`config.mk`:
```
export PLATFORM = sky130hd
export DESIGN_NAME = bsc_front_flat
export DESIGN_NICKNAME = d
export VERILOG_FILES = /design/src/rtl/assert_macros.svh /design/src/rtl/bsc_pkg.sv /design/src/rtl/bsc_ifs.sv /design/src/rtl/bsc_front.sv /design/src/flat_wrapper.sv
export SDC_FILE = /design/constraint.sdc
export NUM_CORES = 2
export LEC_CHECK = 0
export CORE_ASPECT_RATIO = 0.9
export CORE_UTILIZATION = 40
export CTS_BUF_LIST = sky130_fd_sc_hd__clkbuf_8
export DETAILED_ROUTE_END_ITERATION = 7
export DONT_BUFFER_PORTS = 1
export PLACE_DENSITY = 0.55
export SETUP_SLACK_MARGIN = 0.02
export SLEW_MARGIN = 0
export SYNTH_ARGS = -nofsm -noshare
export SYNTH_HDL_FRONTEND = slang
export SYNTH_SLANG_ARGS = --single-unit
```
`constraint.sdc`:
```
create_clock -name clock -period 12.5 [get_ports clock]
set_input_delay 1.875 -clock clock [delete_from_list [all_inputs] [get_ports clock]]
set_output_delay 1.875 -clock clock [all_outputs]
set_load 0.01 [all_outputs]
```
`src/rtl/assert_macros.svh`:
```
// Assertion macros for the RTL files; only the queue uses them.
`ifndef ASSERT_MACROS_SVH
`define ASSERT_MACROS_SVH
`ifndef SYNTHESIS
`define BSC_ASSERT(name, clk, rst, prop, msg) \
   name: assert property (@(posedge clk) disable iff (rst) prop) else $error(msg);
`define BSC_ASSERT_ALWAYS(name, clk, prop, msg) \
   name: assert property (@(posedge clk) prop) else $error(msg);
`else
`define BSC_ASSERT(name, clk, rst, prop, msg)
`define BSC_ASSERT_ALWAYS(name, clk, prop, msg)
`endif
`endif

```
`src/rtl/bsc_pkg.sv`:
```
// Shared types, constants and reciprocal table of the sensor compensation block.
package bsc_pkg;
   localparam int FRAC_BITS   = 24;
   localparam int RAW_W       = 24;
   localparam int SCALED_W    = 32;
   localparam int RECIP_W     = 31;
   localparam int CSR_INDEX_W = 3;
   localparam int CSR_DATA_W  = 48;
   localparam int OSR_W       = 3;
   localparam int TEMP_W      = 16;
   localparam int PRESS_W     = 24;
   localparam int QUEUE_DEPTH = 4;
   localparam int QPTR_W      = $clog2(QUEUE_DEPTH);
   localparam int QCNT_W      = $clog2(QUEUE_DEPTH + 1);

   localparam logic [CSR_INDEX_W-1:0] REG_COEF_FIRST  = 3'd0;
   localparam logic [CSR_INDEX_W-1:0] REG_COEF_MIDDLE = 3'd1;
   localparam logic [CSR_INDEX_W-1:0] REG_COEF_LAST   = 3'd2;
   localparam logic [CSR_INDEX_W-1:0] REG_TEMP_OSR    = 3'd3;
   localparam logic [CSR_INDEX_W-1:0] REG_PRESS_OSR   = 3'd4;

   localparam logic [OSR_W-1:0] OSR_RESET = 3'd7;

   typedef struct packed {
      logic [11:0] c0;
      logic [11:0] c1;
      logic [19:0] c00;
      logic [19:0] c10;
      logic [15:0] c01;
      logic [15:0] c11;
      logic [15:0] c20;
      logic [15:0] c21;
      logic [15:0] c30;
   } coef_type;

   typedef struct packed {
      logic [SCALED_W-1:0] t;
      logic [SCALED_W-1:0] p;
   } scaled_type;

   // round(2^48 / k) for the eight oversampling scale factors
   function automatic logic [RECIP_W-1:0] recip(input logic [OSR_W-1:0] sel);
      logic [RECIP_W-1:0] r;
      unique case (sel)
         3'd0:    r = 31'd536870912;
         3'd1:    r = 31'd178956971;
         3'd2:    r = 31'd76695845;
         3'd3:    r = 31'd35791394;
         3'd4:    r = 31'd1108378657;
         3'd5:    r = 31'd545392673;
         3'd6:    r = 31'd270549121;
         3'd7:    r = 31'd134744072;
         default: r = 31'd134744072;
      endcase
      return r;
   endfunction
endpackage

```
`src/rtl/bsc_ifs.sv`:
```
// Handshake interfaces for the request, response and register channels.
interface bsc_req_if;
   logic valid;
   logic ready;
   logic signed [bsc_pkg::RAW_W-1:0] raw_temperature;
   logic signed [bsc_pkg::RAW_W-1:0] raw_pressure;
   modport source(output valid, output raw_temperature, output raw_pressure, input ready);
   modport sink(input valid, input raw_temperature, input raw_pressure, output ready);
endinterface


```
`src/rtl/bsc_front.sv`:
```
// Front end: accepts raw readings and scales them by reciprocal multiplication.
module bsc_front (
   input  logic                          clock,
   input  logic                          reset,
   bsc_req_if.sink                       req,
   input  logic [bsc_pkg::OSR_W-1:0]     temp_osr,
   input  logic [bsc_pkg::OSR_W-1:0]     press_osr,
   output logic                          push,
   output bsc_pkg::scaled_type           push_data,
   input  logic                          full
);
   localparam int PROD_W = bsc_pkg::RAW_W + bsc_pkg::RECIP_W;

   logic                      vld_ff, vld_in;
   logic [PROD_W-1:0]         tprod_ff, tprod_in, pprod_ff, pprod_in;
   logic                      tneg_ff, pneg_ff;
   logic [bsc_pkg::RAW_W-1:0] tmag, pmag;
   logic [PROD_W-bsc_pkg::FRAC_BITS-1:0] tq, pq;
   logic                      accept;

   assign req.ready = !vld_ff || !full;
   assign accept    = req.valid && req.ready;
   assign push      = vld_ff && !full;

   assign tmag = req.raw_temperature[bsc_pkg::RAW_W-1] ?
                 bsc_pkg::RAW_W'(-req.raw_temperature) : req.raw_temperature;
   assign pmag = req.raw_pressure[bsc_pkg::RAW_W-1] ?
                 bsc_pkg::RAW_W'(-req.raw_pressure) : req.raw_pressure;
   assign tprod_in = tmag * bsc_pkg::recip(temp_osr);
   assign pprod_in = pmag * bsc_pkg::recip(press_osr);

   always_comb begin
      vld_in = vld_ff;
      if (accept) begin
         vld_in = 1'b1;
      end else if (push) begin
         vld_in = 1'b0;
      end
   end

   always_ff @(posedge clock) begin
      if (reset) begin
         vld_ff <= 1'b0;
      end else begin
         vld_ff <= vld_in;
      end
   end

   always_ff @(posedge clock) begin
      if (accept) begin
         tprod_ff <= tprod_in;
         pprod_ff <= pprod_in;
         tneg_ff  <= req.raw_temperature[bsc_pkg::RAW_W-1];
         pneg_ff  <= req.raw_pressure[bsc_pkg::RAW_W-1];
      end
   end

   // truncate toward zero: shift the magnitude, then restore the sign
   assign tq = tprod_ff[PROD_W-1:bsc_pkg::FRAC_BITS];
   assign pq = pprod_ff[PROD_W-1:bsc_pkg::FRAC_BITS];
   assign push_data.t = tneg_ff ? -{1'b0, tq} : {1'b0, tq};
   assign push_data.p = pneg_ff ? -{1'b0, pq} : {1'b0, pq};
endmodule

```
`src/flat_wrapper.sv`:
```
// flat-port wrapper written by rule: the top's interface ports become plain ports
module bsc_front_flat 
  (clock, reset, temp_osr, press_osr, push, push_data, full, req_valid, req_raw_temperature, req_raw_pressure, req_ready);
  bsc_req_if req_i ();
  input  logic clock;
  input  logic reset;
  input  logic [bsc_pkg::OSR_W-1:0] temp_osr;
  input  logic [bsc_pkg::OSR_W-1:0] press_osr;
  output logic push;
  output bsc_pkg::scaled_type push_data;
  input  logic full;
  input wire logic [$bits(req_i.valid)-1:0] req_valid;
  input wire logic [$bits(req_i.raw_temperature)-1:0] req_raw_temperature;
  input wire logic [$bits(req_i.raw_pressure)-1:0] req_raw_pressure;
  output wire logic [$bits(req_i.ready)-1:0] req_ready;
  assign req_i.valid = req_valid;
  assign req_i.raw_temperature = req_raw_temperature;
  assign req_i.raw_pressure = req_raw_pressure;
  assign req_ready = req_i.ready;
  bsc_front u_core (.clock(clock), .reset(reset), .req(req_i), .temp_osr(temp_osr), .press_osr(press_osr), .push(push), .push_data(push_data), .full(full));
endmodule
```
After elaboration in Yosys (flattened, before gate mapping)

Memory sizes are Yosys's and may differ from the RTL's.
Cells that the tools add are included.

ROM bits: 384
Memories kept: 2
Bits in registers: 113
Output and inout bits: 66
Input bits: 58

$mul: 2
Reduce and logical (&&, ||, !) cells: 6
Mux-type cells: 6
$add $sub $neg: 4

Memory list:

| name             | words | bits a word | rd ports | clocked after Yosys merged registers in | write ports | RTL line      | RTL |
|---|---|---|---|---|---|---|---|
| (name not given) | 8     | 24          | 1        | 0                                       | 0           | bsc_pkg.sv:44 | `unique case (sel)` |
| (name not given) | 8     | 24          | 1        | 0                                       | 0           | bsc_pkg.sv:44 |  |

Operator list:

| operator            | count |
|---|---|
| $mul A24 B31 Y55    | 2 |
| $mux W32            | 2 |
| $neg A31 Y32        | 2 |
| $mux W24            | 2 |
| $neg A24 Y24        | 2 |
| $logic_and A1 B1 Y1 | 2 |
| $logic_not A1 Y1    | 2 |
| $mux W1             | 2 |
| $reduce_bool A2 Y1  | 1 |
| $logic_or A1 B1 Y1  | 1 |

Depth between registers and ports, before layout

Depth after elaboration: 4
Mapped depth: 35
Gate-level depth less buffers: 33

Worst setup path before layout

Ideal clock, no wire load.

Path kind: input-to-reg
Start point: input req_raw_temperature[2]
End point: register u_core.tprod_ff[52], data pin
Cell stages on the path: 26
Arrival: 9.723 ns
Path slack: 2.515 ns
Data required time: 12.237 ns
Path buffers: 0
Path through: nor4_2 -> nand2_1 -> or4_4 -> or4_4 -> o31a_1 -> xor2_1 -> nand2_1 -> nor2_1 -> fa_1 -> fa_1 -> fa_1 -> fa_1 -> fa_1 -> fa_1 -> inv_1 -> fa_1 -> inv_1 -> ha_1 -> nand3_1 -> or3_1 -> a2111oi_2 -> nor2_1 -> o31a_1 -> o21a_1 -> o41ai_2 -> xnor2_1

Cells in the longest elaborated chain, start to end: 3

RTL lines:

| what                    | RTL line           | RTL |
|---|---|---|
| from (decl)             | flat_wrapper.sv:13 | `input wire logic [$bits(req_i.raw_temperature)-1:0] req_raw_temperature;` |
| $neg A24 Y24            | bsc_front.sv:26    | `bsc_pkg::RAW_W'(-req.raw_temperature) : req.raw_temperature;` |
| $mux W24 *              | bsc_front.sv:25    | `assign tmag = req.raw_temperature[bsc_pkg::RAW_W-1] ?` |
| $mul A24 B31 Y55 *      | bsc_front.sv:29    | `assign tprod_in = tmag * bsc_pkg::recip(temp_osr);` |
| net u_core.tprod_in[52] | bsc_front.sv:15    | `logic [PROD_W-1:0] tprod_ff, tprod_in, pprod_ff, pprod_in;` |
| to (signal assigned)    | bsc_front.sv:51    | `tprod_ff <= tprod_in;` |
| to (decl)               | bsc_front.sv:15    |  |

Mark *: on every way through the listed nets, which the timed path passes. The rest lies on a longest branch.
A chain may end at the register's enable or synchronous reset.

Final worst setup path

Ends and elaborated chain as after synthesis.

==> out/results.tsv <==
stage	metric	value	unit
run_status	status	completed	
pwr	power density over the cells	287	mW/mm^2
floorplanning	die area	0.113	mm^2
global_route	initial antenna violation count	2	
route	drt wl/cell	23.7	um
pwr	NetSw	7.96	mW
yosys	commonest cells in the netlist	1522 x inv_1, 933 x fa_1, 659 x ha_1	
clock_network	post-CTS sizing	0	
route	drc violations	0	
critical_path	kind of critical path	in -> reg	
critical_path	CP Data Required Time	12640	ps
clock_network	latest clock arrival within the worst-skew pair	380	ps
clock_network	CTS tree	built	
place	Post-Place Cells	6498	
yosys	share of the synthesized area in the top cell type	41.8	%
global_route	gr usage total	27.9	%
yosys	Post-Syn Area per Cell	8.79	um^2
yosys	cell accounting for the most synthesized area	fa_1	
critical_path	critical path endpoint category	flop	
clock_network	clock root cell	clkbuf_8	
hold_path	Hold Crit Class	reg -> reg	
yosys	Synth Register Bits	65	
yosys	Synth Cell Area	0.0447	mm^2
finish	Synth-to-Final Area Change	4.96	%
yosys	syn nets	6736	
route	Via density	5.16	
yosys	Post-synth EDFFs	64	
route	metal2 WL	64500	um
floorplanning	Die H	319	um
critical_path	max incr delay on CP	730	ps
yosys	Synth Warn #	0	
sta	Final Max Tran Viols	0	
critical_path	Setup crit start kind	input pin	
clock_network	clock sink count	65	
place	GPL Wtd Cong	0.997	
critical_path	CP dominant cell by count	fa_1	
route	ANT nets after route	0	
sta	Max Fclk	92.7	MHz
place	HPWL after DPL	137000	um
route	Via Count	33602	
sta	Setup TNS Final	0	ps
yosys	ys flop type	edfxtp_1	
pwr	Power Internal	5.51	mW
clock_network	depth of the CTS H-tree	3	
clock_network	clk buf depth	2	
place	Port Buf Inserts	0	
sta	clk_skew	10.4	ps
clock_network	Hold Buf Count CTS	0	
critical_path	Arrival @ worst endpoint	10920	ps
pwr	Reg power frac	6.0	%
global_route	number of global-route vias before repair	35602	
global_route	global-route wire length before repair	233000	um
route	First DRT Iteration DRCs	3153	
finish	nets@finish	6697	
critical_path	Buf+Inv Stages, Crit Path	4	
yosys	Mapped Cells	5086	
sta	Max transition margin	4.98	%
yosys	most common cell in the netlist	inv_1	
pwr	clock share of power	1.4	%
place	DP Area	0.0467	mm^2
yosys	Synth area leaders	fa_1 42%, ha_1 18%, inv_1 13%	
floorplanning	Core ar.	0.110	mm^2
yosys	sequential element share of the synthesized area	4.35	%
sta	worst slew pin tran	1390	ps
route	final wirelength	155000	um
sta	Final period util	86.3	%
sta	setup violators final	0	
finish	final instance area	0.0469	mm^2
pwr	sw frac	59.1	%
yosys	asr flop ratio synth	0	%
pwr	logic gate share of total power	92.6	%
route	TritonRoute pass-1 iters	6	
finish	Final Core Density	42.6	%
pwr	Leak Pwr	25.2	nW
pwr	Overall Power	13.5	mW
floorplanning	Ports	124	
clock_network	postcts setup bufs	0	
yosys	post-synthesis cell type count	79	
pwr	Max IR drop VDD	0.000360	V
floorplanning	Die Wd	354	um
route	length of routed wiring on met1	70500	um
sta	RSZ-0062 raised after global routing	no	
route	met3 wire length	16500	um
finish	layout cell share with drive strength beyond 1	3.15	%
sta	crit path time final	10780	ps
finish	Non-Filler Instances	6515	
floorplanning	site row count	115	
critical_path	crit path max-delay cell type	xnor2_2	
critical_path	CP top delay family	adder cells	
global_route	grt ovf	0	
clock_network	clock slew at reported path FFs	90	ps
run	MaxCap Viol Count	0	
route	Top Layer Used	met5	
floorplanning	Initial Util	40.6	%
clock_network	total CTS buffers	9	
global_route	largest net degree at the start of global routing	65	
sta	Hold Vio Cnt, Final	0	
critical_path	crit-path max FO	9	
## area by class of cell
class | instances | area (um^2)
clock inverters | 7 | 85.1
repair buffers | 79 | 593
flip-flops and latches | 65 | 1940
diodes | 1 | 2.50
multi-input cells | 3358 | 36600
inverters | 1534 | 5760
clock buffers | 9 | 124
fillers | 11137 | 63200
well taps | 1462 | 1830
## final timing paths
| kind | startpoint | to | slack, ps | depth (start not counted) |
|---|---|---|---|---|
| setup reg to reg | u_core.vld_ff$_SDFFE_PP0P_ | u_core.tprod_ff[49]$_DFFE_PP_ | 10890 | 2 |
| setup / recovery | req_raw_temperature[2] | u_core.tprod_ff[52]$_DFFE_PP_ | 1720 | 27 |
| hold / removal | u_core.vld_ff$_SDFFE_PP0P_ | u_core.vld_ff$_SDFFE_PP0P_ | 510 | 2 |
| hold reg to reg | u_core.vld_ff$_SDFFE_PP0P_ | u_core.vld_ff$_SDFFE_PP0P_ | 510 | 2 |
## layout by cell type (no fill, tap or decap), drive strengths merged, types with 6 or more instances in the layout
cell type	instances
o21ai	107
a21oi	156
nand2	289
o31a	10
o211ai	10
o21a	10
o22ai	10
buf	79
nor4	12
xnor2	139
nand4	32
nor2	559
or3	17
a21o	36
xor2	56
ha	659
or4	15
fa	933
mux2i	9
o41ai	11
o21bai	18
clkbuf	9
and3	6
edfxtp	64
nor2b	25
inv	1536
or2	25
nor3	25
nand3	23
a31oi	8
and2	15
o31ai	32
and4	6
nand2b	45
a21boi	8
a211oi	10
## cells by family (layout without fill, tap and decap cells)
logic type | count (synthesis) | in the layout | synth area share, %
flops | 65 | 65 | 4.35
other cells | 0 | 1 | 0
compound gates | 453 | 453 | 6.40
buf+inv | 1663 | 1629 | 14.0
xor+xnor | 195 | 195 | 3.93
fa+ha+maj | 1592 | 1592 | 60.2
mux | 11 | 11 | 0.252
simple gates | 1107 | 1107 | 10.8
## tightest hold or removal path: cells and delay by family (launching register included)
kind               cells  cell delay (ps)
DFF                    1              350
AOI/OAI and AO/OA      1               70
and+or+nand+nor        1               60
## sequential cells by signal, summed over array words and instances (netlist names)
register,flops
u_core.tprod_ff,31
u_core.vld_ff,1
u_core.pprod_ff,31
u_core.tneg_ff,1
u_core.pneg_ff,1
## through the flow
step / setup slack, ps / hold WS [ps]
after floorplan: 2510 / 465
after global placement: 1370 / 486
after detailed placement: 1410 / 493
after CTS: 1790 / 516
after global routing: 1200 / 563
final: 1720 / 512
## metal layers
| metal | vias up | global-route usage, % |
|---|---|---|
| met5 | - | 0 |
| met4 | 2 | 4.99 |
| met3 | 144 | 7.99 |
| met2 | 1437 | 40.9 |
| met1 | 16852 | 40.9 |
| li1 | 15167 | - |
## power groups by stage
| stage | Sequential, mW | Clock [mW] | Combinational, mW |
|---|---|---|---|
| floorplan | 0.769 | 0 | 8.54 |
| global placement | 0.806 | 0 | 12.3 |
| detailed placement | 0.808 | 0 | 12.3 |
| CTS | 0.803 | 0.200 | 12.4 |
| global route | 0.818 | 0.208 | 13.9 |
| finish | 0.802 | 0.195 | 12.5 |
Power figures use the tool's default switching activity.
