### src/rtl/assert_macros.svh
// Assertion macros for the RTL files; only the queue uses them.
`ifndef ASSERT_MACROS_SVH
`define ASSERT_MACROS_SVH
`ifndef SYNTHESIS
`define BSC_ASSERT(name, clk, rst, prop, msg) \
   name: assert property (@(posedge clk) disable iff (rst) prop) else $error(msg);
`define BSC_ASSERT_ALWAYS(name, clk, prop, msg) \
   name: assert property (@(posedge clk) prop) else $error(msg);
`else
`define BSC_ASSERT(name, clk, rst, prop, msg)
`define BSC_ASSERT_ALWAYS(name, clk, prop, msg)
`endif
`endif

### src/rtl/bsc_pkg.sv
// Shared types, constants and reciprocal table of the sensor compensation block.
package bsc_pkg;
   localparam int FRAC_BITS   = 24;
   localparam int RAW_W       = 24;
   localparam int SCALED_W    = 32;
   localparam int RECIP_W     = 31;
   localparam int CSR_INDEX_W = 3;
   localparam int CSR_DATA_W  = 48;
   localparam int OSR_W       = 3;
   localparam int TEMP_W      = 16;
   localparam int PRESS_W     = 24;
   localparam int QUEUE_DEPTH = 4;
   localparam int QPTR_W      = $clog2(QUEUE_DEPTH);
   localparam int QCNT_W      = $clog2(QUEUE_DEPTH + 1);

   localparam logic [CSR_INDEX_W-1:0] REG_COEF_FIRST  = 3'd0;
   localparam logic [CSR_INDEX_W-1:0] REG_COEF_MIDDLE = 3'd1;
   localparam logic [CSR_INDEX_W-1:0] REG_COEF_LAST   = 3'd2;
   localparam logic [CSR_INDEX_W-1:0] REG_TEMP_OSR    = 3'd3;
   localparam logic [CSR_INDEX_W-1:0] REG_PRESS_OSR   = 3'd4;

   localparam logic [OSR_W-1:0] OSR_RESET = 3'd7;

   typedef struct packed {
      logic [11:0] c0;
      logic [11:0] c1;
      logic [19:0] c00;
      logic [19:0] c10;
      logic [15:0] c01;
      logic [15:0] c11;
      logic [15:0] c20;
      logic [15:0] c21;
      logic [15:0] c30;
   } coef_type;

   typedef struct packed {
      logic [SCALED_W-1:0] t;
      logic [SCALED_W-1:0] p;
   } scaled_type;

   // round(2^48 / k) for the eight oversampling scale factors
   function automatic logic [RECIP_W-1:0] recip(input logic [OSR_W-1:0] sel);
      logic [RECIP_W-1:0] r;
      unique case (sel)
         3'd0:    r = 31'd536870912;
         3'd1:    r = 31'd178956971;
         3'd2:    r = 31'd76695845;
         3'd3:    r = 31'd35791394;
         3'd4:    r = 31'd1108378657;
         3'd5:    r = 31'd545392673;
         3'd6:    r = 31'd270549121;
         3'd7:    r = 31'd134744072;
         default: r = 31'd134744072;
      endcase
      return r;
   endfunction
endpackage

### src/rtl/bsc_queue.sv
// Short queue of scaled items between front and back end.
`include "assert_macros.svh"
module bsc_queue (
   input  logic                clock,
   input  logic                reset,
   input  logic                push,
   input  bsc_pkg::scaled_type push_data,
   output logic                full,
   input  logic                pop,
   output bsc_pkg::scaled_type head,
   output logic                empty
);
   bsc_pkg::scaled_type             mem_ff [bsc_pkg::QUEUE_DEPTH];
   logic [bsc_pkg::QPTR_W-1:0]      wr_ptr_ff, wr_ptr_in, rd_ptr_ff, rd_ptr_in;
   logic [bsc_pkg::QCNT_W-1:0]      cnt_ff, cnt_in;

   assign full  = (cnt_ff == bsc_pkg::QCNT_W'(bsc_pkg::QUEUE_DEPTH));
   assign empty = (cnt_ff == '0);
   assign head  = mem_ff[rd_ptr_ff];

   assign wr_ptr_in = push ? wr_ptr_ff + 1'b1 : wr_ptr_ff;
   assign rd_ptr_in = pop  ? rd_ptr_ff + 1'b1 : rd_ptr_ff;

   always_comb begin
      cnt_in = cnt_ff;
      if (push && !pop) begin
         cnt_in = cnt_ff + 1'b1;
      end else if (pop && !push) begin
         cnt_in = cnt_ff - 1'b1;
      end
   end

   always_ff @(posedge clock) begin
      if (reset) begin
         wr_ptr_ff <= '0;
         rd_ptr_ff <= '0;
         cnt_ff    <= '0;
      end else begin
         wr_ptr_ff <= wr_ptr_in;
         rd_ptr_ff <= rd_ptr_in;
         cnt_ff    <= cnt_in;
      end
   end

   always_ff @(posedge clock) begin
      if (push) begin
         mem_ff[wr_ptr_ff] <= push_data;
      end
   end

   `BSC_ASSERT(a_no_overflow, clock, reset, push |-> !full, "item pushed into full queue")
   `BSC_ASSERT(a_no_underflow, clock, reset, pop |-> !empty, "item popped from empty queue")
   `BSC_ASSERT(a_count_pop, clock, reset, (pop && !push) |=> (cnt_ff == $past(cnt_ff) - 1'b1), "count did not drop on pop")
   `BSC_ASSERT_ALWAYS(a_reset_empty, clock, reset |=> (empty && !full), "queue not empty after reset")
endmodule

### config.mk
export PLATFORM = sky130hd
export DESIGN_NAME = bsc_queue
export DESIGN_NICKNAME = d
export VERILOG_FILES = /design/src/rtl/bsc_pkg.sv /design/src/rtl/bsc_queue.sv
export VERILOG_INCLUDE_DIRS = /design/src /design/src/rtl
export SDC_FILE = /design/constraint.sdc
export NUM_CORES = 1
export LEC_CHECK = 0
export BUFFER_PORTS_ARGS = -buffer_cell sky130_fd_sc_hd__buf_2
export CAP_MARGIN = 20
export CORE_MARGIN = 5
export CORE_UTILIZATION = 25
export DETAILED_ROUTE_END_ITERATION = 10
export PLACE_DENSITY = 0.43
export SETUP_SLACK_MARGIN = 0.02
export SYNTH_ARGS = -nofsm -noshare
export SYNTH_HDL_FRONTEND = slang
export SYNTH_SLANG_ARGS = --single-unit
export TNS_END_PERCENT = 10
### constraint.sdc
create_clock -name clock -period 3.5 [get_ports clock]
set_input_delay 0.525 -clock clock [delete_from_list [all_inputs] [get_ports clock]]
set_output_delay 0.525 -clock clock [all_outputs]
set_load 0.01 [all_outputs]
Word level (Yosys, flattened, before mapping) --
Memory sizes are Yosys's and may differ from the RTL's. A register that Yosys moved wholly into a read port is not among the register bits. Cells that the tools add are included.
Storage, ports and cells: register bits after elaboration 7, bits in latches 0, memory bits (writable) 256, ROM bits 0, input port bits 68, output and inout port bits 66, logic and storage cells 21, memories kept 1
Memories:
- mem_ff | words 4, bits a word 64, read ports 1, clocked after Yosys merged registers in 1, wr ports 1, RTL line bsc_queue.sv:13 | bsc_pkg::scaled_type mem_ff [bsc_pkg::QUEUE_DEPTH];
Operators by class: add/sub/neg operators 4, multipliers 0, divide/modulo/power cells 0, $lt $le $gt $ge 0, eq/ne operators 1, shift-type cells 0, muxes and demuxes 6, bitwise operators 0, reduce and logical (&&, ||, !) cells 6
Operators by type and width (count):
- 2-to-1 mux 3 bit | 2
- adder 2 x 1 -> 2 bit, second input constant | 2
- 2-to-1 mux 2 bit | 2
- adder 3 x 1 -> 3 bit, second input constant | 1
- == test 3 bit, second input constant | 1
- zero test 3 bit | 1
- subtractor 3 x 1 -> 3 bit, second input constant | 1
- logical AND 1 bit | 2
- zero test 1 bit | 2
- 2-to-1 mux 1 bit | 2
- nonzero test 2 bit | 1

Depth between registers and ports, before layout --
Gate-level depths: netlist of the first run.
depth after elaboration 4, gate-level depth with buffers 7, mapped depth without buffers 7

Worst setup path before layout of the first run --
Ideal clock, no wire load.
path kind reg2reg, start point register wr_ptr_ff[0] (netlist bit), end point memory mem_ff[0][0] (netlist bit) (enable), library setup time 429 ps, arrival 2048 ps, slack 1024 ps, cell stages (with the launch flop) 4, buffers on the path 0, clock period less this slack 2476 ps, cell sequence dfxtp_1 -> inv_1 -> ha_1 -> and2_1
RTL lines:
- start: declaration | RTL line bsc_queue.sv:14 | logic [bsc_pkg::QPTR_W-1:0] wr_ptr_ff, wr_ptr_in, rd_ptr_ff, rd_ptr_in;
- start signal: assignment | RTL line bsc_queue.sv:39 | wr_ptr_ff <= wr_ptr_in;
- end: declaration | RTL line bsc_queue.sv:13
Straight into the memory's write port.

==> results of run 1 <==
## critical path: cells and delay by family (launching register included)
family                 cells  cell delay [ns]
multiplexers               1             0.48
buffers and inverters      1             0.18
flip-flops                 1             1.03
## flip-flops by register name (all words and copies together) (netlist names), named ones only
signal and count:
mem_ff 256, rd_ptr_ff 2, cnt_ff 3, wr_ptr_ff 2
## cell usage after synthesis
master / number / area (µm²)
or3_1: 1 / 6.26
fa_1: 1 / 20.0
mux2i_1: 2 / 20.0
xnor2_1: 2 / 17.5
buf_2: 6 / 30.0
ha_1: 5 / 62.6
nand2_1: 1 / 3.75
and2_1: 4 / 25.0
edfxtp_1: 256 / 7690
mux4_1: 4 / 105
nor2_1: 7 / 26.3
clkbuf_2: 1 / 5.00
buf_12: 6 / 120
clkbuf_1: 1 / 3.75
o21ai_0: 1 / 5.00
dfxtp_1: 9 / 180
nor3_1: 1 / 5.00
buf_6: 1 / 11.3
mux4_2: 60 / 1350
inv_1: 4 / 15.0
nor3b_1: 1 / 7.51
xor2_1: 3 / 26.3
a21oi_1: 1 / 5.00
## cell type report
| type | count | area, µm² |
|---|---|---|
| fill | 3787 | 26500 |
| sequential | 265 | 7880 |
| multi-input combinational | 94 | 1700 |
| timing repair buffer | 139 | 803 |
| clock buffer | 38 | 802 |
| tap | 518 | 648 |
| clock inverter | 17 | 205 |
| inverter | 4 | 15.0 |
## placed cells by master, fill, tap and decap left out, types with 5 or more instances in the layout
| cell type | count |
|---|---|
| ha_1 | 5 |
| clkinv_1 | 7 |
| mux4_2 | 60 |
| clkbuf_16 | 31 |
| bufinv_16 | 5 |
| edfxtp_1 | 256 |
| dfxtp_1 | 7 |
| nor2_1 | 7 |
| clkbuf_1 | 7 |
| buf_2 | 133 |
## where the power goes
group,internal [mW],total [mW],leakage (nW),switching (mW)
Combinational,0.315,0.667,1.08,0.352
Sequential,3.64,3.71,2.43,0.0654
Clock,1.97,3.14,0.492,1.17
## through the flow
stage / std cells / util / total power [mW]
after global placement: 1016 / 0.283 / 4.44
after floorplan: 378 / - / 4.17
after global routing: 1075 / 0.312 / 7.86
after detailed placement: 1020 / 0.286 / 4.47
after CTS: 1075 / 0.312 / 7.68
final: 1075 / 0.312 / 7.52
## final timing paths
| check | start | endpoint | slack [ns] | cells after the start |
|---|---|---|---|---|
| hold / removal | push_data[42] | mem_ff[2][42] | 0.19 | 1 |
| setup / recovery | flip-flop | head[60] | 0.70 | 2 |
| setup reg to reg | wr_ptr_ff[0] | mem_ff[3][49] | 1.79 | 3 |
| hold reg to reg | rd_ptr_ff[0] | rd_ptr_ff[0] | 0.54 | 2 |
## metal layers
| layer | global-route usage | share of wire |
|---|---|---|
| met1 | 0.119 | 0.43 |
| met2 | 0.155 | 0.49 |
| met3 | 0.0240 | 0.057 |
| met4 | 0.0274 | 0.023 |
| met5 | 0 | 0.00054 |
## cells by family after synthesis
group,synth area share
compound gates,0.00103
buf+inv,0.0190
flops,0.808
fa+ha+maj,0.00848
xor+xnor,0.00450
simple gates,0.00758
mux,0.152
==> impl_metrics.toml, run 1 <==
[outcome]
outcome = "completed"

[drt]
wl_mm = 20.4
dr.pass1.iters = 6
drcViolationCount = 0
routedWlPerCell_um = 18.9
drt-initial-drc-count = 129
vias_per_cell = 4.08
vias = 4382
ant_nets = 0

[worst_setup_path]
required_ns = 2.97
cp_max_fo = 64
crit_chain = "mux4_1 -> buf_2"
slowest_delay_ns = 1.03
worst-endpoint-arrival_ns = 2.28
crit_path_end_kind = "primary output"
crit_slowest_cell = "dfxtp_4"
startpoint_type = "flip-flop"
critical_path_class = "flip-flop to primary output"

[logic_synthesis]
synth-warning-count = 0
synth_seq_cells = 265
synth_nets = 452
seq_area_frac_synth = 0.808
syn_area_per_cell_um2 = 25.8
synth_cell_types = 23
synthesis.area_um2 = 9740
synth_cells = 378

[clock_tree]
cts-root-buf = "clkbuf_16"
clock_latency_ns = 0.54
cts_buffer_depth = 3
cts_setup_buffers = 0
hold_buffers = 0
ctsResizeCount = 0
cts_sinks = 265
clk_pin_slew_ns = 0.06
htreeDepth = 1
cts_tree = "yes"
numCtsBuffers = 30

[timing]
max_freq_mhz = 357
worstMarginPinSlew_ns = 1.04
final_hold_viol_count = 0
setup_viol_count_final = 0
fin_skew_ns = 0.00897
period_share = 0.800
rsz0062_at_grt = "no"
timing.slew.headroom = 0.304
layout_min_cycle_time_ns = 2.80
hold_slack_ns = 0.194
fin_setup_tns_ns = 0
drv_slew = 0
fin_ws_ns = 0.698

[layout]
fin_nets = 608
drive_gt1_frac = 0.442
final_cell_area_um2 = 12000
area_delta_synth_final_pct = 23.7
antenna_cells = 0

[floorplanning]
initial_core_util = 0.253
io_pins = 134
core.rowCount = 72
fp.dieArea_um2 = 43000
core_area_um2 = 38600
die_x_um = 207
die_h_um = 207

[flow_run]
drv_cap = 0

[placement]
dp_hpwl_mm = 12.4
pre_cts_slack_ns = 1.17
place_area_um2 = 11000
io_buffer_count = 133
gp_congestion = 0.654

[global_routing]
grt.overflow.total = 0
grt_pass1_wl_mm = 31.0
grt_max_degree = 65
track_usage = 0.0924
grt_antenna_before_repair = 1
grt_pass1_vias = 4963

[pwr]
power_per_cell_area_nw_per_um2 = 624
p_leak_nw = 4.00
peakVddDrop_uv = 311

[min_path]
min_path_type = "input pin to flip-flop"
(Power assumes the default switching activity.)
==> inputs of run 2 (changes only) <==
==> constraint.sdc (replaced) <==
create_clock -name clock -period 2.9 [get_ports clock]
set_input_delay 0.435 -clock clock [delete_from_list [all_inputs] [get_ports clock]]
set_output_delay 0.435 -clock clock [all_outputs]
set_load 0.01 [all_outputs]
==> run 2 against run 1 <==
  * First-iteration DRC count is 47% higher
  * Critical path depth is 1 higher
  * Clock power is 20% higher
  * Global-route usage is 0.28 points higher
  * Critical path type unchanged
==> impl_metrics.toml, run 2 (synthesis gave the netlist of run 1 again) <==
[layout]
fill_cells = 3795
final_common_cell = "edfxtp_1"
fin_cells = 1076
final_cell_area_um2 = 12000
fin_nets = 609
regMostFlops = "mem_ff"
antenna_cells = 0
post-route-util = 0.312
layout.cells.most_common_list = "edfxtp_1 (256), buf_2 (133), mux4_2 (60)"
area_delta_synth_final_pct = 23.6
drive_gt1_frac = 0.450
top_regs = "mem_ff: 256 flops, cnt_ff: 3 flops"
largest_register_ffs = 256

[floorplanning]
die_h_um = 207
die_x_um = 207
core_area_um2 = 38600
initial_core_util = 0.253
core.rowCount = 72
fp.dieArea_um2 = 43000
io_pins = 134

[clock_tree]
cts-root-buf = "clkbuf_16"
hold_buffers = 0
cts_tree = "yes"
clock_latency_ns = 0.54
htreeDepth = 1
cts_setup_buffers = 0
cts_sinks = 265
numCtsBuffers = 30
ctsResizeCount = 0
clk_pin_slew_ns = 0.06
cts_buffer_depth = 3

[worst_setup_path]
required_ns = 2.47
cp_max_fo = 36
rr_startpoint = "wr_ptr_ff[0]"
worst-endpoint-arrival_ns = 2.13
crit_path_end_kind = "primary output"
reg2reg_slack_ns = 1.11
startpoint_type = "flip-flop"
critical_path_class = "flip-flop to primary output"
rr_endpoint = "mem_ff[3][24]"
reg2reg_depth = 3

[pwr]
power_per_cell_area_nw_per_um2 = 751
peakVddDrop_uv = 380
totalPowerFinal_mw = 9.04
p_leak_nw = 3.99

[drt]
drcViolationCount = 0
vias = 4390
drt-initial-drc-count = 190
routedWlPerCell_um = 19.4
dr.pass1.iters = 4
wl_mm = 20.9
vias_per_cell = 4.08
ant_nets = 0

[min_path]
holdPathStages = 1
hold_path.startpoint = "push_data[59]"
hold_end = "mem_ff[0][59]"
min_path_type = "input pin to flip-flop"

[flow_run]
drv_cap = 0

[timing]
period_share = 0.886
fin_setup_tns_ns = 0
fin_skew_ns = 0.0108
worstMarginPinSlew_ns = 0.610
max_freq_mhz = 389
layout_min_cycle_time_ns = 2.57
timing.slew.headroom = 0.594
drv_slew = 0
rsz0062_at_grt = "no"
final_hold_viol_count = 0
setup_viol_count_final = 0

[placement]
io_buffer_count = 133
gp_congestion = 0.661
place_area_um2 = 11000
dp_hpwl_mm = 12.6
place_inst = 1021

[global_routing]
track_usage = 0.0953
grt_pass1_vias = 4978
grt.overflow.total = 0
grt_max_degree = 37
grt_pass1_wl_mm = 31.4
grt_antenna_before_repair = 5

[outcome]
outcome = "completed"
## run 2: changes by cell type in the layout (fill, tap and decap cells not counted)
cell / previous run / this run
inv_6: 0 / 1
buf_4: 1 / 0
clkbuf_1: 7 / 3
buf_16: 4 / 0
clkinv_2: 4 / 7
bufinv_16: 5 / 4
buf_12: 1 / 7
clkinvlp_4: 0 / 1
## run 2: cell type report
cell class | instances | area (µm²) | share of cell area
well taps | 518 | 648 | 0.0539
clock inverters | 21 | 206 | 0.0172
flip-flops and latches | 265 | 7880 | 0.654
inverters | 4 | 15.0 | 0.00125
clock buffers | 34 | 787 | 0.0654
multi-input cells | 94 | 1700 | 0.141
repair buffers | 140 | 806 | 0.0670
## run 2: per-stage QoR
stage	setup slack (ns)	hold WS, ns
5_1_grt	0.195	0.0626
4_1_cts	0.232	0.0536
3_3_place_gp	0.836	0.477
6_report	0.331	0.102
3_5_place_dp	0.841	0.536
2_1_floorplan	0.424	0.466
## run 2: how the worst max path moves through the flow
stage	startpoint	end	slack, ns	cells after the start
finish	flip-flop	head[60]	0.33	3
global route	flip-flop	head[60]	0.20	3
CTS	flip-flop	head[60]	0.23	3
detailed placement	flip-flop	head[60]	0.84	3
global placement	flip-flop	head[60]	0.84	3
floorplan	wr_ptr_ff[0]	mem_ff[2][0]	0.42	3
## run 2: metal layers
layer	global-route usage	vias to the layer above	wire [µm]	part of all wire
met4	0.0271	10	458	0.022
met5	0	-	69	0.0033
met2	0.162	107	10500	0.50
met3	0.0284	39	1240	0.059
met1	0.118	2306	8670	0.42
li1	-	1928	-	-
## run 2: worst max-delay path, stage by stage (launching register included)
cell	delay, ns
dfxtp_4	0.67
buf_12	0.32
mux4_1	0.38
buf_2	0.18
## run 2: where the power goes
group / switching, mW / total (mW) / internal [mW]
registers: 0.0622 / 4.46 / 4.40
clock network: 1.46 / 3.76 / 2.29
logic: 0.447 / 0.828 / 0.381
==> inputs of run 3 (changes only) <==
--- a/config.mk
+++ b/config.mk
@@ -8,8 +8,10 @@
 export LEC_CHECK = 0
 export BUFFER_PORTS_ARGS = -buffer_cell sky130_fd_sc_hd__buf_2
 export CAP_MARGIN = 20
+export CORE_ASPECT_RATIO = 1.2
 export CORE_MARGIN = 5
 export CORE_UTILIZATION = 25
+export CTS_BUF_LIST = sky130_fd_sc_hd__clkbuf_4 sky130_fd_sc_hd__clkbuf_8 sky130_fd_sc_hd__clkbuf_16
 export DETAILED_ROUTE_END_ITERATION = 10
 export PLACE_DENSITY = 0.43
 export SETUP_SLACK_MARGIN = 0.02
==> run 3 against run 2 <==
  * Combinational power fell by 1%
  * Die area barely moved
  * Flip-flop and latch count did not move
  * Utilization fell by 0.18 points
  * Global-route usage barely moved
  * Sequential share of layout area rose by 0.23 points
  * Design area fell by 0.35%
  * Critical path type unchanged
  * Largest power group unchanged
  * Highest routed layer unchanged
==> impl_metrics.toml, run 3 (synthesis gave the netlist of run 1 again) <==
[outcome]
outcome = "completed"

[pwr]
pwr-share-clk = 0.403
totalPowerFinal_mw = 8.86
intPower_mw = 6.92
comb_power_share = 0.092
power_per_cell_area_nw_per_um2 = 739
seq_power_share = 0.504
p_leak_nw = 3.98
switching_power_mw = 1.94
switching_share = 0.219
peakVddDrop_uv = 441

[flow_run]
drv_cap = 0

[clock_tree]
cts_sinks = 265
cts_tree = "yes"
clk_pin_slew_ns = 0.06
cts_buffer_depth = 3
cts_setup_buffers = 0
htreeDepth = 1
clock_latency_ns = 0.56
ctsResizeCount = 0
hold_buffers = 0
cts-root-buf = "clkbuf_16"
numCtsBuffers = 28

[timing]
period_share = 0.905
max_freq_mhz = 381
rsz0062_at_grt = "no"
fin_skew_ns = 0.0254
layout_min_cycle_time_ns = 2.63
setup_viol_count_final = 0
drv_slew = 0
fin_ws_ns = 0.274
fin_setup_tns_ns = 0
final_hold_viol_count = 0
worstMarginPinSlew_ns = 0.557
timing.slew.headroom = 0.629

[layout]
top_regs = "mem_ff: 256 flops, cnt_ff: 3 flops"
area_delta_synth_final_pct = 23.1
regMostFlops = "mem_ff"
largest_register_ffs = 256
multiInputGateArea_um2 = 1700
regArea_um2 = 7880
layout.cells.most_common_list = "edfxtp_1 (256), buf_2 (133), mux4_2 (60)"
final_common_cell = "edfxtp_1"
antenna_cells = 0
fin_nets = 609
fill_cells = 3750
drive_gt1_frac = 0.461

[global_routing]
track_usage = 0.0950
grt.overflow.total = 0
grt_antenna_before_repair = 1
grt_pass1_vias = 5041
grt_max_degree = 41
grt_pass1_wl_mm = 30.9

[placement]
io_buffer_count = 133
dp_hpwl_mm = 12.5
gp_congestion = 0.633
pre_cts_slack_ns = 0.795

[min_path]
min_path_type = "input pin to flip-flop"

[drt]
routedWlPerCell_um = 19.0
wl_mm = 20.5
drcViolationCount = 0
dr.pass1.iters = 6
vias_per_cell = 4.00
vias = 4329
ant_nets = 0
drt-initial-drc-count = 181

[floorplanning]
io_pins = 134
die_h_um = 226
core.rowCount = 79
fp.dieArea_um2 = 43000
core_area_um2 = 38600
initial_core_util = 0.252
die_x_um = 190

[worst_setup_path]
startpoint_type = "flip-flop"
crit_path_end_kind = "primary output"
required_ns = 2.47
critical_path_class = "flip-flop to primary output"
worst-endpoint-arrival_ns = 2.19
cp_max_fo = 23
## run 3: cell count changes in the layout (fill, tap and decap cells not counted), sizes merged
| cell | previous run | this run |
|---|---|---|
| inv | 5 | 4 |
| bufinv | 4 | 3 |
| clkbuf | 34 | 38 |
| buf | 140 | 142 |
| clkinv | 15 | 8 |
## run 3: final timing paths
path                   endpoint  cells after the start          start  slack [ns]
setup / recovery       head[50]                      3      flip-flop        0.27
hold / removal    mem_ff[3][28]                      1  push_data[28]        0.09
setup reg to reg  mem_ff[0][52]                      4   wr_ptr_ff[0]        1.12
hold reg to reg    rd_ptr_ff[1]                      2   rd_ptr_ff[1]        0.54
## run 3: cell type report
| type | count | share of cell area |
|---|---|---|
| clock buffers | 38 | 0.0647 |
| clock inverters | 12 | 0.0125 |
| inverters | 4 | 0.00125 |
| multi-input cells | 94 | 0.141 |
| flip-flops and latches | 265 | 0.657 |
| well taps | 526 | 0.0549 |
| repair buffers | 142 | 0.0684 |
## run 3: metrics by stage
step,std cells,utilization,instance area (µm²),hold WS [ns]
5_1_grt,1081,0.310,12000,0.0652
3_5_place_dp,1031,0.286,11100,0.526
2_1_floorplan,378,-,9740,0.466
4_1_cts,1081,0.310,12000,0.0482
3_3_place_gp,1031,0.286,11100,0.477
6_report,1081,0.310,12000,0.0923
## run 3: per-layer routing
| layer | global-route usage | wire length [µm] | part of all wire |
|---|---|---|---|
| met1 | 0.109 | 8130 | 0.40 |
| met2 | 0.172 | 10800 | 0.52 |
| met3 | 0.0237 | 1090 | 0.053 |
| met4 | 0.0331 | 551 | 0.027 |
| met5 | 0 | 13 | 0.00063 |
## run 3: power by group through the flow
stage	sequential [mW]	combinational (mW)	clock [mW]
after CTS	4.47	0.854	3.72
after global placement	4.54	0.828	0
after global routing	4.49	0.895	3.86
final	4.47	0.818	3.57
after detailed placement	4.56	0.851	0
after floorplan	4.52	0.516	0
## run 3: worst max-delay path: stages (launching register included)
cell and delay (ns):
dfxtp_4 0.56, buf_12 0.28, mux4_1 0.60, buf_2 0.16
